## src/design/swbd_pkg.sv

```systemverilog
// Shared types and constants for the sliding-window beat detector.
package swbd_pkg;

    // Fixed field widths
    localparam int ENERGY_W    = 16;
    localparam int CFG_W       = 16;
    localparam int CFG_INDEX_W = 2;
    localparam int COUNT_W     = 16;

    // Score is compared as 256 * d^2 against T2 * V (T2 in Q8.8)
    localparam int SCORE_SHIFT = 8;

    // Register reset values
    localparam logic [CFG_W-1:0] STRONG_THR_RESET  = 16'd576;
    localparam logic [CFG_W-1:0] WEAK_THR_RESET    = 16'd256;
    localparam logic [CFG_W-1:0] STRONG_COOL_RESET = 16'd20;
    localparam logic [CFG_W-1:0] WEAK_COOL_RESET   = 16'd5;

    // Saturation value of the elapsed-frame counters
    localparam logic [COUNT_W-1:0] COUNT_MAX = {COUNT_W{1'b1}};

    // Configuration register indexes
    typedef enum logic [CFG_INDEX_W-1:0] {
        REG_STRONG_THR  = 2'd0,
        REG_WEAK_THR    = 2'd1,
        REG_STRONG_COOL = 2'd2,
        REG_WEAK_COOL   = 2'd3
    } cfg_reg_t;

    // Sequencer states: one wait state per multiplication
    typedef enum logic [3:0] {
        ST_IDLE,
        ST_READ,
        ST_MQ,
        ST_MSS,
        ST_MNQ,
        ST_MNX,
        ST_MDD,
        ST_MTS,
        ST_MTW,
        ST_DONE
    } state_t;

endpackage

```

## src/design/swbd_ram.sv

```systemverilog
// Generic single-port-write, registered-read RAM.
module swbd_ram #(
    parameter int WIDTH = 16,
    parameter int DEPTH = 64
) (
    input  logic                     clk,
    input  logic                     we,
    input  logic [$clog2(DEPTH)-1:0] waddr,
    input  logic [WIDTH-1:0]         wdata,
    input  logic [$clog2(DEPTH)-1:0] raddr,
    output logic [WIDTH-1:0]         rdata
);

    logic [WIDTH-1:0] mem [DEPTH];
    logic [WIDTH-1:0] rdata_reg;

    // Write port and registered read port
    always_ff @(posedge clk)
    begin
        if (we)
        begin
            mem[waddr] <= wdata;
        end
        rdata_reg <= mem[raddr];
    end

    assign rdata = rdata_reg;

endmodule

```

## src/design/swbd_mul.sv

```systemverilog
// Shift-add multiplier that consumes one multiplier bit per cycle.
module swbd_mul #(
    parameter int A_W = 44,
    parameter int B_W = 22,
    parameter int P_W = 60
) (
    input  logic           clk,
    input  logic           rst_n,
    input  logic           start,
    input  logic [A_W-1:0] a,
    input  logic [B_W-1:0] b,
    output logic           done,
    output logic [P_W-1:0] product
);

    logic [P_W-1:0] mcand_reg, mcand_next;
    logic [B_W-1:0] mplier_reg, mplier_next;
    logic [P_W-1:0] acc_reg, acc_next;

    // Load on start, then add and shift until the multiplier runs out of ones
    always_comb
    begin
        mcand_next  = mcand_reg;
        mplier_next = mplier_reg;
        acc_next    = acc_reg;
        if (start)
        begin
            mcand_next  = {{(P_W-A_W){1'b0}}, a};
            mplier_next = b;
            acc_next    = '0;
        end
        else if (mplier_reg != '0)
        begin
            acc_next    = acc_reg + (mplier_reg[0] ? mcand_reg : '0);
            mcand_next  = mcand_reg << 1;
            mplier_next = mplier_reg >> 1;
        end
    end

    always_ff @(posedge clk or negedge rst_n)
    begin
        if (!rst_n)
        begin
            mplier_reg <= '0;
        end
        else
        begin
            mplier_reg <= mplier_next;
        end
    end

    always_ff @(posedge clk)
    begin
        mcand_reg <= mcand_next;
        acc_reg   <= acc_next;
    end

    assign done    = (mplier_reg == '0);
    assign product = acc_reg;

    // A new product is only started once the previous one has finished
    a_start_when_done: assert property (@(posedge clk) disable iff (!rst_n)
        start |-> done)
        else $error("multiplier restarted while busy");

endmodule

```

## src/design/sliding_window_beat_detector.sv

```systemverilog
// Top level of the sliding-window beat detector: sequencer, window state and divider.
//
// Usage: one energy sample per audio frame enters on the input channel
// (in_valid/in_stall); each sample yields exactly one result on the output
// channel (out_valid/out_stall): strong_beat, weak_beat and window_mean.
// Thresholds and cooldowns must be written through cfg_we/cfg_index/cfg_wdata
// only while the block is idle; the block itself does not enforce this.
// Sequencing: a sample is worked out from its transfer to its result by the
// shared shift-add multiplier, which retires one multiplier bit per cycle over
// seven products per sample; the mean comes from a one-bit-per-cycle divider
// running alongside, which sets the floor on the time to a result. The next
// sample is taken only once the result of the last one is registered.
// Reset: window, sums and elapsed counters read as zero and the registers
// take their defaults; window entries not yet written since reset are read
// as zero through a wrap flag, so there is no clearing pass.
// Receiver stall: a result holds in the output register; one more sample is
// taken and worked out, and its result waits until the output frees up.
module sliding_window_beat_detector #(
    parameter int WINDOW_DEPTH = 64
) (
    input  logic                                clk,
    input  logic                                rst_n,
    input  logic                                cfg_we,
    input  logic [swbd_pkg::CFG_INDEX_W-1:0]    cfg_index,
    input  logic [swbd_pkg::CFG_W-1:0]          cfg_wdata,
    input  logic                                in_valid,
    output logic                                in_stall,
    input  logic [swbd_pkg::ENERGY_W-1:0]       energy,
    output logic                                out_valid,
    input  logic                                out_stall,
    output logic                                strong_beat,
    output logic                                weak_beat,
    output logic [swbd_pkg::ENERGY_W-1:0]       window_mean
);

    localparam int EW     = swbd_pkg::ENERGY_W;
    localparam int CW     = swbd_pkg::CFG_W;
    localparam int KW     = swbd_pkg::COUNT_W;
    localparam int SLOT_W = $clog2(WINDOW_DEPTH);
    localparam int SUM_W  = EW + $clog2(WINDOW_DEPTH);
    localparam int SQ_W   = 2 * EW + $clog2(WINDOW_DEPTH);
    localparam int NB     = $clog2(WINDOW_DEPTH + 1);
    localparam int V_W    = 2 * SUM_W;
    localparam int LHS_W  = V_W + swbd_pkg::SCORE_SHIFT;
    localparam int P_W    = V_W + CW;
    localparam int DCNT_W = $clog2(SUM_W + 1);

    localparam logic [SLOT_W-1:0] SLOT_LAST = SLOT_W'(WINDOW_DEPTH - 1);

    // Sequencer
    swbd_pkg::state_t state_reg, state_next;

    // Configuration
    logic [CW-1:0] strong_thr_reg, strong_thr_next;
    logic [CW-1:0] weak_thr_reg, weak_thr_next;
    logic [CW-1:0] strong_cool_reg, strong_cool_next;
    logic [CW-1:0] weak_cool_reg, weak_cool_next;

    // Window state
    logic [SLOT_W-1:0] slot_reg, slot_next;
    logic              wrapped_reg, wrapped_next;
    logic [SUM_W-1:0]  sum_reg, sum_next;
    logic [SQ_W-1:0]   sq_sum_reg, sq_sum_next;
    logic [KW-1:0]     strong_elapsed_reg, strong_elapsed_next;
    logic [KW-1:0]     weak_elapsed_reg, weak_elapsed_next;

    // Per-sample working registers
    logic [EW-1:0]    x_reg, x_next;
    logic             sub_reg, sub_next;
    logic [V_W-1:0]   ss_reg, ss_next;
    logic [V_W-1:0]   var_reg, var_next;
    logic             above_reg, above_next;
    logic [LHS_W-1:0] lhs_reg, lhs_next;
    logic             strong_hit_reg, strong_hit_next;
    logic             weak_hit_reg, weak_hit_next;

    // Mean divider
    logic [DCNT_W-1:0] div_cnt_reg, div_cnt_next;
    logic [SUM_W-1:0]  div_quo_reg, div_quo_next;
    logic [NB-1:0]     div_rem_reg, div_rem_next;

    // Output register
    logic          out_valid_reg, out_valid_next;
    logic          strong_beat_reg, strong_beat_next;
    logic          weak_beat_reg, weak_beat_next;
    logic [EW-1:0] window_mean_reg, window_mean_next;

    // Control from the output decode
    logic           mul_start;
    logic [V_W-1:0] mul_a;
    logic [SUM_W-1:0] mul_b;
    logic           mul_done;
    logic [P_W-1:0] mul_p;
    logic           ram_we;
    logic           out_load;

    logic [EW-1:0]  ram_rdata;
    logic [EW-1:0]  old_val;
    logic           x_ge_old;
    logic [EW-1:0]  delta;
    logic [EW:0]    pair_sum;
    logic [SUM_W-1:0] sum_upd;
    logic [SUM_W-1:0] nx_val;
    logic [SUM_W-1:0] d_val;
    logic           div_done;
    logic           out_free;
    logic [NB:0]    div_trial;
    logic           div_ge;
    logic [KW-1:0]  strong_inc;
    logic [KW-1:0]  weak_inc;
    logic           strong_fire;
    logic           weak_fire;

    // Sample window memory, read at the current slot and rewritten there
    swbd_ram #(
        .WIDTH (EW),
        .DEPTH (WINDOW_DEPTH)
    ) u_window (
        .clk   (clk),
        .we    (ram_we),
        .waddr (slot_reg),
        .wdata (x_reg),
        .raddr (slot_reg),
        .rdata (ram_rdata)
    );

    // Shared multiplier
    swbd_mul #(
        .A_W (V_W),
        .B_W (SUM_W),
        .P_W (P_W)
    ) u_mul (
        .clk     (clk),
        .rst_n   (rst_n),
        .start   (mul_start),
        .a       (mul_a),
        .b       (mul_b),
        .done    (mul_done),
        .product (mul_p)
    );

    // Evicted sample, window sum update and the Q delta factors
    assign old_val  = wrapped_reg ? ram_rdata : '0;
    assign x_ge_old = (x_reg >= old_val);
    assign delta    = x_ge_old ? (x_reg - old_val) : (old_val - x_reg);
    assign pair_sum = {1'b0, x_reg} + {1'b0, old_val};
    assign sum_upd  = sum_reg + SUM_W'(x_reg) - SUM_W'(old_val);

    // N*x and the deviation from the window sum
    assign nx_val = mul_p[SUM_W-1:0];
    assign d_val  = nx_val - sum_reg;

    // Divider step
    assign div_done  = (div_cnt_reg == '0);
    assign div_trial = {div_rem_reg, div_quo_reg[SUM_W-1]};
    assign div_ge    = (div_trial >= (NB+1)'(WINDOW_DEPTH));

    // Cooldown checks
    assign strong_inc  = (strong_elapsed_reg == swbd_pkg::COUNT_MAX) ?
                         strong_elapsed_reg : strong_elapsed_reg + 1'b1;
    assign weak_inc    = (weak_elapsed_reg == swbd_pkg::COUNT_MAX) ?
                         weak_elapsed_reg : weak_elapsed_reg + 1'b1;
    assign strong_fire = strong_hit_reg && (strong_inc > strong_cool_reg);
    assign weak_fire   = weak_hit_reg && (weak_inc > weak_cool_reg);

    assign out_free = !out_valid_reg || !out_stall;

    // Next state
    always_comb
    begin
        state_next = state_reg;
        unique case (state_reg)
            swbd_pkg::ST_IDLE:
            begin
                if (in_valid)
                begin
                    state_next = swbd_pkg::ST_READ;
                end
            end
            swbd_pkg::ST_READ: state_next = swbd_pkg::ST_MQ;
            swbd_pkg::ST_MQ:   if (mul_done) state_next = swbd_pkg::ST_MSS;
            swbd_pkg::ST_MSS:  if (mul_done) state_next = swbd_pkg::ST_MNQ;
            swbd_pkg::ST_MNQ:  if (mul_done) state_next = swbd_pkg::ST_MNX;
            swbd_pkg::ST_MNX:  if (mul_done) state_next = swbd_pkg::ST_MDD;
            swbd_pkg::ST_MDD:  if (mul_done) state_next = swbd_pkg::ST_MTS;
            swbd_pkg::ST_MTS:  if (mul_done) state_next = swbd_pkg::ST_MTW;
            swbd_pkg::ST_MTW:  if (mul_done) state_next = swbd_pkg::ST_DONE;
            swbd_pkg::ST_DONE:
            begin
                if (div_done && out_free)
                begin
                    state_next = swbd_pkg::ST_IDLE;
                end
            end
            default: state_next = swbd_pkg::ST_IDLE;
        endcase
    end

    // Sequencer outputs: input stall, multiplier operands, RAM write, result load
    always_comb
    begin
        mul_start = 1'b0;
        mul_a     = '0;
        mul_b     = '0;
        ram_we    = 1'b0;
        out_load  = 1'b0;
        in_stall  = 1'b1;
        unique case (state_reg)
            swbd_pkg::ST_IDLE:
            begin
                in_stall = 1'b0;
            end
            swbd_pkg::ST_READ:
            begin
                ram_we    = 1'b1;
                mul_start = 1'b1;
                mul_a     = V_W'(pair_sum);
                mul_b     = SUM_W'(delta);
            end
            swbd_pkg::ST_MQ:
            begin
                mul_start = mul_done;
                mul_a     = V_W'(sum_reg);
                mul_b     = sum_reg;
            end
            swbd_pkg::ST_MSS:
            begin
                mul_start = mul_done;
                mul_a     = V_W'(sq_sum_reg);
                mul_b     = SUM_W'(WINDOW_DEPTH);
            end
            swbd_pkg::ST_MNQ:
            begin
                mul_start = mul_done;
                mul_a     = V_W'(x_reg);
                mul_b     = SUM_W'(WINDOW_DEPTH);
            end
            swbd_pkg::ST_MNX:
            begin
                mul_start = mul_done;
                mul_a     = V_W'(d_val);
                mul_b     = d_val;
            end
            swbd_pkg::ST_MDD:
            begin
                mul_start = mul_done;
                mul_a     = var_reg;
                mul_b     = SUM_W'(strong_thr_reg);
            end
            swbd_pkg::ST_MTS:
            begin
                mul_start = mul_done;
                mul_a     = var_reg;
                mul_b     = SUM_W'(weak_thr_reg);
            end
            swbd_pkg::ST_MTW:
            begin
            end
            swbd_pkg::ST_DONE:
            begin
                out_load = div_done && out_free;
            end
            default:
            begin
            end
        endcase
    end

    // Configuration writes
    always_comb
    begin
        strong_thr_next  = strong_thr_reg;
        weak_thr_next    = weak_thr_reg;
        strong_cool_next = strong_cool_reg;
        weak_cool_next   = weak_cool_reg;
        if (cfg_we)
        begin
            unique case (swbd_pkg::cfg_reg_t'(cfg_index))
                swbd_pkg::REG_STRONG_THR:  strong_thr_next  = cfg_wdata;
                swbd_pkg::REG_WEAK_THR:    weak_thr_next    = cfg_wdata;
                swbd_pkg::REG_STRONG_COOL: strong_cool_next = cfg_wdata;
                swbd_pkg::REG_WEAK_COOL:   weak_cool_next   = cfg_wdata;
            endcase
        end
    end

    // Datapath updates per state
    always_comb
    begin
        x_next          = x_reg;
        slot_next       = slot_reg;
        wrapped_next    = wrapped_reg;
        sum_next        = sum_reg;
        sq_sum_next     = sq_sum_reg;
        sub_next        = sub_reg;
        ss_next         = ss_reg;
        var_next        = var_reg;
        above_next      = above_reg;
        lhs_next        = lhs_reg;
        strong_hit_next = strong_hit_reg;
        weak_hit_next   = weak_hit_reg;

        unique case (state_reg)
            swbd_pkg::ST_IDLE:
            begin
                if (in_valid)
                begin
                    x_next = energy;
                end
            end
            swbd_pkg::ST_READ:
            begin
                sum_next     = sum_upd;
                sub_next     = !x_ge_old;
                slot_next    = (slot_reg == SLOT_LAST) ? '0 : slot_reg + 1'b1;
                wrapped_next = wrapped_reg || (slot_reg == SLOT_LAST);
            end
            swbd_pkg::ST_MQ:
            begin
                // Q += (x - old) * (x + old), sign kept apart
                if (mul_done)
                begin
                    sq_sum_next = sub_reg ? (sq_sum_reg - mul_p[SQ_W-1:0]) :
                                            (sq_sum_reg + mul_p[SQ_W-1:0]);
                end
            end
            swbd_pkg::ST_MSS:
            begin
                if (mul_done)
                begin
                    ss_next = mul_p[V_W-1:0];
                end
            end
            swbd_pkg::ST_MNQ:
            begin
                if (mul_done)
                begin
                    var_next = mul_p[V_W-1:0] - ss_reg;
                end
            end
            swbd_pkg::ST_MNX:
            begin
                if (mul_done)
                begin
                    above_next = (nx_val > sum_reg);
                end
            end
            swbd_pkg::ST_MDD:
            begin
                if (mul_done)
                begin
                    lhs_next = {mul_p[V_W-1:0], {swbd_pkg::SCORE_SHIFT{1'b0}}};
                end
            end
            swbd_pkg::ST_MTS:
            begin
                if (mul_done)
                begin
                    strong_hit_next = above_reg && (P_W'(lhs_reg) > mul_p);
                end
            end
            swbd_pkg::ST_MTW:
            begin
                if (mul_done)
                begin
                    weak_hit_next = above_reg && (P_W'(lhs_reg) > mul_p);
                end
            end
            swbd_pkg::ST_DONE:
            begin
            end
            default:
            begin
            end
        endcase
    end

    // Mean divider: one quotient bit per cycle, started with the new sum
    always_comb
    begin
        div_cnt_next = div_cnt_reg;
        div_quo_next = div_quo_reg;
        div_rem_next = div_rem_reg;
        if (state_reg == swbd_pkg::ST_READ)
        begin
            div_cnt_next = DCNT_W'(SUM_W);
            div_quo_next = sum_upd;
            div_rem_next = '0;
        end
        else if (!div_done)
        begin
            div_cnt_next = div_cnt_reg - 1'b1;
            div_quo_next = {div_quo_reg[SUM_W-2:0], div_ge};
            div_rem_next = div_ge ? NB'(div_trial - (NB+1)'(WINDOW_DEPTH)) :
                                    div_trial[NB-1:0];
        end
    end

    // Result register and elapsed counters
    always_comb
    begin
        out_valid_next      = out_valid_reg;
        strong_beat_next    = strong_beat_reg;
        weak_beat_next      = weak_beat_reg;
        window_mean_next    = window_mean_reg;
        strong_elapsed_next = strong_elapsed_reg;
        weak_elapsed_next   = weak_elapsed_reg;
        if (out_valid_reg && !out_stall)
        begin
            out_valid_next = 1'b0;
        end
        if (out_load)
        begin
            out_valid_next      = 1'b1;
            strong_beat_next    = strong_fire;
            weak_beat_next      = weak_fire;
            window_mean_next    = div_quo_reg[EW-1:0];
            strong_elapsed_next = strong_fire ? '0 : strong_inc;
            weak_elapsed_next   = weak_fire ? '0 : weak_inc;
        end
    end

    // Control and state registers
    always_ff @(posedge clk or negedge rst_n)
    begin
        if (!rst_n)
        begin
            state_reg          <= swbd_pkg::ST_IDLE;
            strong_thr_reg     <= swbd_pkg::STRONG_THR_RESET;
            weak_thr_reg       <= swbd_pkg::WEAK_THR_RESET;
            strong_cool_reg    <= swbd_pkg::STRONG_COOL_RESET;
            weak_cool_reg      <= swbd_pkg::WEAK_COOL_RESET;
            slot_reg           <= '0;
            wrapped_reg        <= 1'b0;
            sum_reg            <= '0;
            sq_sum_reg         <= '0;
            strong_elapsed_reg <= '0;
            weak_elapsed_reg   <= '0;
            div_cnt_reg        <= '0;
            out_valid_reg      <= 1'b0;
        end
        else
        begin
            state_reg          <= state_next;
            strong_thr_reg     <= strong_thr_next;
            weak_thr_reg       <= weak_thr_next;
            strong_cool_reg    <= strong_cool_next;
            weak_cool_reg      <= weak_cool_next;
            slot_reg           <= slot_next;
            wrapped_reg        <= wrapped_next;
            sum_reg            <= sum_next;
            sq_sum_reg         <= sq_sum_next;
            strong_elapsed_reg <= strong_elapsed_next;
            weak_elapsed_reg   <= weak_elapsed_next;
            div_cnt_reg        <= div_cnt_next;
            out_valid_reg      <= out_valid_next;
        end
    end

    // Payload registers
    always_ff @(posedge clk)
    begin
        x_reg           <= x_next;
        sub_reg         <= sub_next;
        ss_reg          <= ss_next;
        var_reg         <= var_next;
        above_reg       <= above_next;
        lhs_reg         <= lhs_next;
        strong_hit_reg  <= strong_hit_next;
        weak_hit_reg    <= weak_hit_next;
        div_quo_reg     <= div_quo_next;
        div_rem_reg     <= div_rem_next;
        strong_beat_reg <= strong_beat_next;
        weak_beat_reg   <= weak_beat_next;
        window_mean_reg <= window_mean_next;
    end

    assign out_valid   = out_valid_reg;
    assign strong_beat = strong_beat_reg;
    assign weak_beat   = weak_beat_reg;
    assign window_mean = window_mean_reg;

    // A new result only appears out of the final state
    a_result_from_done: assert property (@(posedge clk) disable iff (!rst_n)
        $rose(out_valid) |-> $past(state_reg == swbd_pkg::ST_DONE))
        else $error("result loaded outside the final state");

    // The window read always follows a transfer taken while idle
    a_read_after_idle: assert property (@(posedge clk) disable iff (!rst_n)
        (state_reg == swbd_pkg::ST_READ) |-> $past(state_reg == swbd_pkg::ST_IDLE))
        else $error("window read without an input transfer");

    // The write slot stays inside the window
    a_slot_range: assert property (@(posedge clk) disable iff (!rst_n)
        slot_reg <= SLOT_LAST)
        else $error("write slot beyond window depth");

    // The wrap flag stays set once the window has wrapped and every entry holds a real sample
    a_wrap_sticky: assert property (@(posedge clk) disable iff (!rst_n)
        wrapped_reg |=> wrapped_reg)
        else $error("wrap flag cleared outside reset");

endmodule
```

## config.mk

```make
export PLATFORM = sky130hd
export DESIGN_NAME = sliding_window_beat_detector
export DESIGN_NICKNAME = d
export VERILOG_FILES = /design/src/design/swbd_pkg.sv /design/src/design/swbd_ram.sv /design/src/design/swbd_mul.sv /design/src/design/sliding_window_beat_detector.sv
export SDC_FILE = /design/constraint.sdc
export NUM_CORES = 2
export LEC_CHECK = 0
export BUFFER_PORTS_ARGS = -buffer_cell sky130_fd_sc_hd__buf_4
export CAP_MARGIN = 20
export CORE_UTILIZATION = 40
export CTS_BUF_LIST = sky130_fd_sc_hd__clkbuf_2 sky130_fd_sc_hd__clkbuf_4 sky130_fd_sc_hd__clkbuf_8
export CTS_CLUSTER_SIZE = 25
export DETAILED_ROUTE_END_ITERATION = 7
export PLACE_DENSITY = 0.66
export SLEW_MARGIN = 20
export SYNTH_ARGS = -nofsm -noshare
export SYNTH_HDL_FRONTEND = slang
export SYNTH_HIERARCHICAL = 1
export SYNTH_SLANG_ARGS = --single-unit
```

## constraint.sdc

```tcl
create_clock -name clk -period 14.5 [get_ports clk]
set_input_delay 1.45 -clock clk [delete_from_list [all_inputs] [get_ports clk]]
set_output_delay 1.45 -clock clk [all_outputs]
set_load 0.01 [all_outputs]
```

==> run_results.csv <==
group,metric,value,unit
run_status,status,"finished, violations left",
sta,setup_viol,0,
worst_setup_path,cp_num_buf_inv,0,
floorplanning,row_count,159,
grt,grt_pass1_wl,302000,µm
cts,cts_inserted_buffers,275,
place,place.gp.congestion,0.935,
worst_setup_path,critPathLaunchType,"flop",
synthesis,synth_top_area_share,0.498,
detailed_routing,wl_met3,15700,µm
power_and_ir_drop,switching_share,0.205,
cts,root_buffer,"clkbuf_8",
power_and_ir_drop,seq_power_share,0.546,
final_layout,area_delta_synth_final,11.2,%
synthesis,synth_top_area_cell,"edfxtp_1",
grt,grt_max_degree,130,
cts,cts_tree,"built",
floorplanning,pin_count,59,
worst_setup_path,crit_fanout,16,
synthesis,synth-seq-area-share,0.589,
detailed_routing,drtIter0Drc,4923,
final_layout,largest_reg_flops,1024,
grt,overflow,0,
cts,h-tree-depth,5,
place,placed_cells,8093,
sta,max_freq,189,MHz
synthesis,synth_cell_types,102,
sta,drv_slew,0,
cts,clk_pin_slew,0.06,ns
grt,antenna_found_initial,12,
power_and_ir_drop,p_switching,1.81,mW
final_layout,utilization,0.449,
sta,hold_viol_final,0,
final_layout,layout_commonest_cell,"edfxtp_1",
worst_setup_path,critPathKind,"reg -> reg",
synthesis,synth_warnings,6,
worst_setup_path,crit_slowest_cell,"nor2_1",
detailed_routing,wl_met2,93200,µm
floorplanning,initial_core_util,0.403,
synthesis,synthesis.nets,6056,
sta,fin_crit,5.30,ns
final_layout,fin_cells,8556,
cts,post_cts_buffers,0,
detailed_routing,top_layer_used,"met5",
detailed_routing,wirelength,202000,µm
synthesis,synth_area_leaders,"edfxtp_1 (50%), mux4_2 (6.5%), dfrtp_1 (6.2%)",
sta,post-route-period-util,0.365,
worst_setup_path,crit_top_cell,"a21o_1",
final_layout,drive_gt1_frac,0.177,
synthesis,netlist_instances,5677,
cts,clk_path_buf_depth,4,
grt,grt_pass1_vias,48500,
floorplanning,die_w,438,µm
power_and_ir_drop,p_leak,31.7,nW
detailed_routing,antenna_left,0,
worst_setup_path,cp_top_family,"simple AND/OR/NAND/NOR gates",
final_layout,num-fill-cells,16700,
detailed_routing,via_count,49000,
worst_setup_path,cp_slowest_stage_delay,0.67,ns
sta,tns,0,ns
sta,rsz0062_at_grt,"no",
floorplanning,dieArea,192000,µm²
run,drv_cap,0,
final_layout,layout.nets,6254,
worst_setup_path,reg2reg_from,"weak_elapsed_reg[3]",
cts,cts_num_sinks,1554,
detailed_routing,dr.pass1.iters,8,
run_status,violations,"DRC",
detailed_routing,wl_met1,87300,µm
sta,finClkSkew,0.0759,ns
detailed_routing,post-route-drc-count,16,
place,dpl.hpwl,134000,µm
worst_setup_path,critical_path_arrival,6.19,ns
min_path,hp-class,"reg -> reg",
min_path,hp-start,"div_rem_reg[6]",
worst_setup_path,worstPathCellList,"and4_1 > and3_1 > and4_1 > and3_1 > nand2b_1 > and2_1 > and3_1 > xor2_1 > ha_1 > a21o_1 > a21o_1 > a21o_1 > a21o_1 > a211o_1 > a221oi_1 > nor2_1 > nor2_1 > a22o_1",
sta,tightest_slew,1.11,ns
final_layout,final_cell_mix,"edfxtp_1 (1260), nand2_1 (451), a21oi_1 (317), ha_1 (317), clkbuf_8 (293)",
cts,cts_resized,0,
power_and_ir_drop,power.density,105,nW/µm²
synthesis,synth_edf_count,1260,
cts,hold_buffers,0,
power_and_ir_drop,p_clk_frac,0.442,
detailed_routing,wire_per_inst,23.6,µm
synthesis,synth_area_per_cell,13.4,µm²
detailed_routing,drt-vias-per-instance,5.72,
floorplanning,core_area,188000,µm²
synthesis,async_flop_share,0.125,
cts,worstSkewPairLatency,1.00,ns
synthesis,ys_ff_latch,1554,
worst_setup_path,required,15.40,ns
power_and_ir_drop,pwr-share-comb,0.012,
grt,grt_usage,0.208,
sta,slew_headroom,0.261,
worst_setup_path,setup.worst_path.end_class,"flop",
worst_setup_path,startpoint,"weak_elapsed_reg[3]",
synthesis,synth_area,75900,µm²
place,io_buffer_count,58,
floorplanning,die_h,438,µm
synthesis,synth_ff_type,"edfxtp_1",
power_and_ir_drop,vdd_drop_max,74.4,µV
power_and_ir_drop,intPower,7.02,mW
## synth_stat cells (all sizes together), types with 19 or more instances
cell type,instances
a211oi,34
a21o,133
a21oi,321
a221o,19
a221oi,24
a22o,46
a22oi,52
a31oi,56
and2,87
and3,48
buf,101
clkbuf,171
dfrtp,188
dfxtp,99
edfxtp,1260
fa,23
ha,317
inv,280
mux2,161
mux2i,121
mux4,224
nand2,454
nand2b,40
nand3,99
nand3b,19
nand4,82
nor2,267
nor2b,74
nor3,45
nor4,19
o211ai,31
o21a,26
o21ai,242
o21bai,33
o31ai,20
xnor2,161
xor2,76
## final cells by class
| class | instances | area (µm²) | area share |
|---|---|---|---|
| Clock buffer | 407 | 4880 | 0.0578 |
| Inverter | 280 | 1050 | 0.0125 |
| Timing Repair Buffer | 193 | 1480 | 0.0175 |
| Multi-Input combinational cell | 3571 | 28900 | 0.342 |
| Clock inverter | 49 | 278 | 0.00329 |
| Tap cell | 2495 | 3120 | 0.0370 |
| Antenna cell | 7 | 17.5 | 0.000208 |
| Sequential cell | 1554 | 44700 | 0.530 |
## logic make-up after synthesis
| family | Yosys count | share of synthesized area |
|---|---|---|
| DFF | 1554 | 0.589 |
| xor gates and xnor gates | 237 | 0.0273 |
| and+or+nand+nor | 1311 | 0.0845 |
| AOI/OAI and AO/OA | 1177 | 0.102 |
| buffers and inverters | 552 | 0.0320 |
| adders and majority gates | 340 | 0.0583 |
| muxes | 506 | 0.106 |
## tightest hold or removal path, stage by stage (launching register included)
cell     delay, ns
dfxtp_1       0.31
nand2_1       0.05
a21oi_1       0.03
## metal layers
layer / global-route usage / vias to the layer above
li1: - / 22000
met1: 0.288 / 24700
met2: 0.324 / 1915
met3: 0.0433 / 358
met4: 0.0681 / 10
met5: 0 / -
## through the flow
step / cell area, µm² / setup WS (ns) / hold slack, ns / power, mW
finish: 84400 / 9.20 / 0.429 / 8.83
global route: 84400 / 8.79 / 0.449 / 9.11
CTS: 84400 / 9.25 / 0.414 / 8.91
detailed placement: 79200 / 9.31 / 0.427 / 5.02
global placement: 79200 / 9.39 / 0.415 / 5.01
floorplan: 75900 / 8.35 / 0.409 / 4.96
## power by group through the flow
stage / Combinational (mW) / Clock (mW) / Sequential [mW]
after global placement: 0.104 / 0 / 4.91
after CTS: 0.108 / 3.99 / 4.82
after detailed placement: 0.107 / 0 / 4.91
after floorplan: 0.0620 / 0 / 4.90
after global routing: 0.119 / 4.17 / 4.82
final: 0.107 / 3.90 / 4.82
## worst paths after layout
kind	depth (start not counted)	to	slack, ns
max	18	weak_elapsed_reg[9]	9.20
min	2	div_rem_reg[6]	0.43
max reg2reg	18	weak_elapsed_reg[9]	9.20
min reg2reg	2	div_rem_reg[6]	0.43
max in group asynchronous	2	slot_reg[2]	12.57
min in group asynchronous	1	div_cnt_reg[1]	0.48
(Power assumes the default switching activity.)
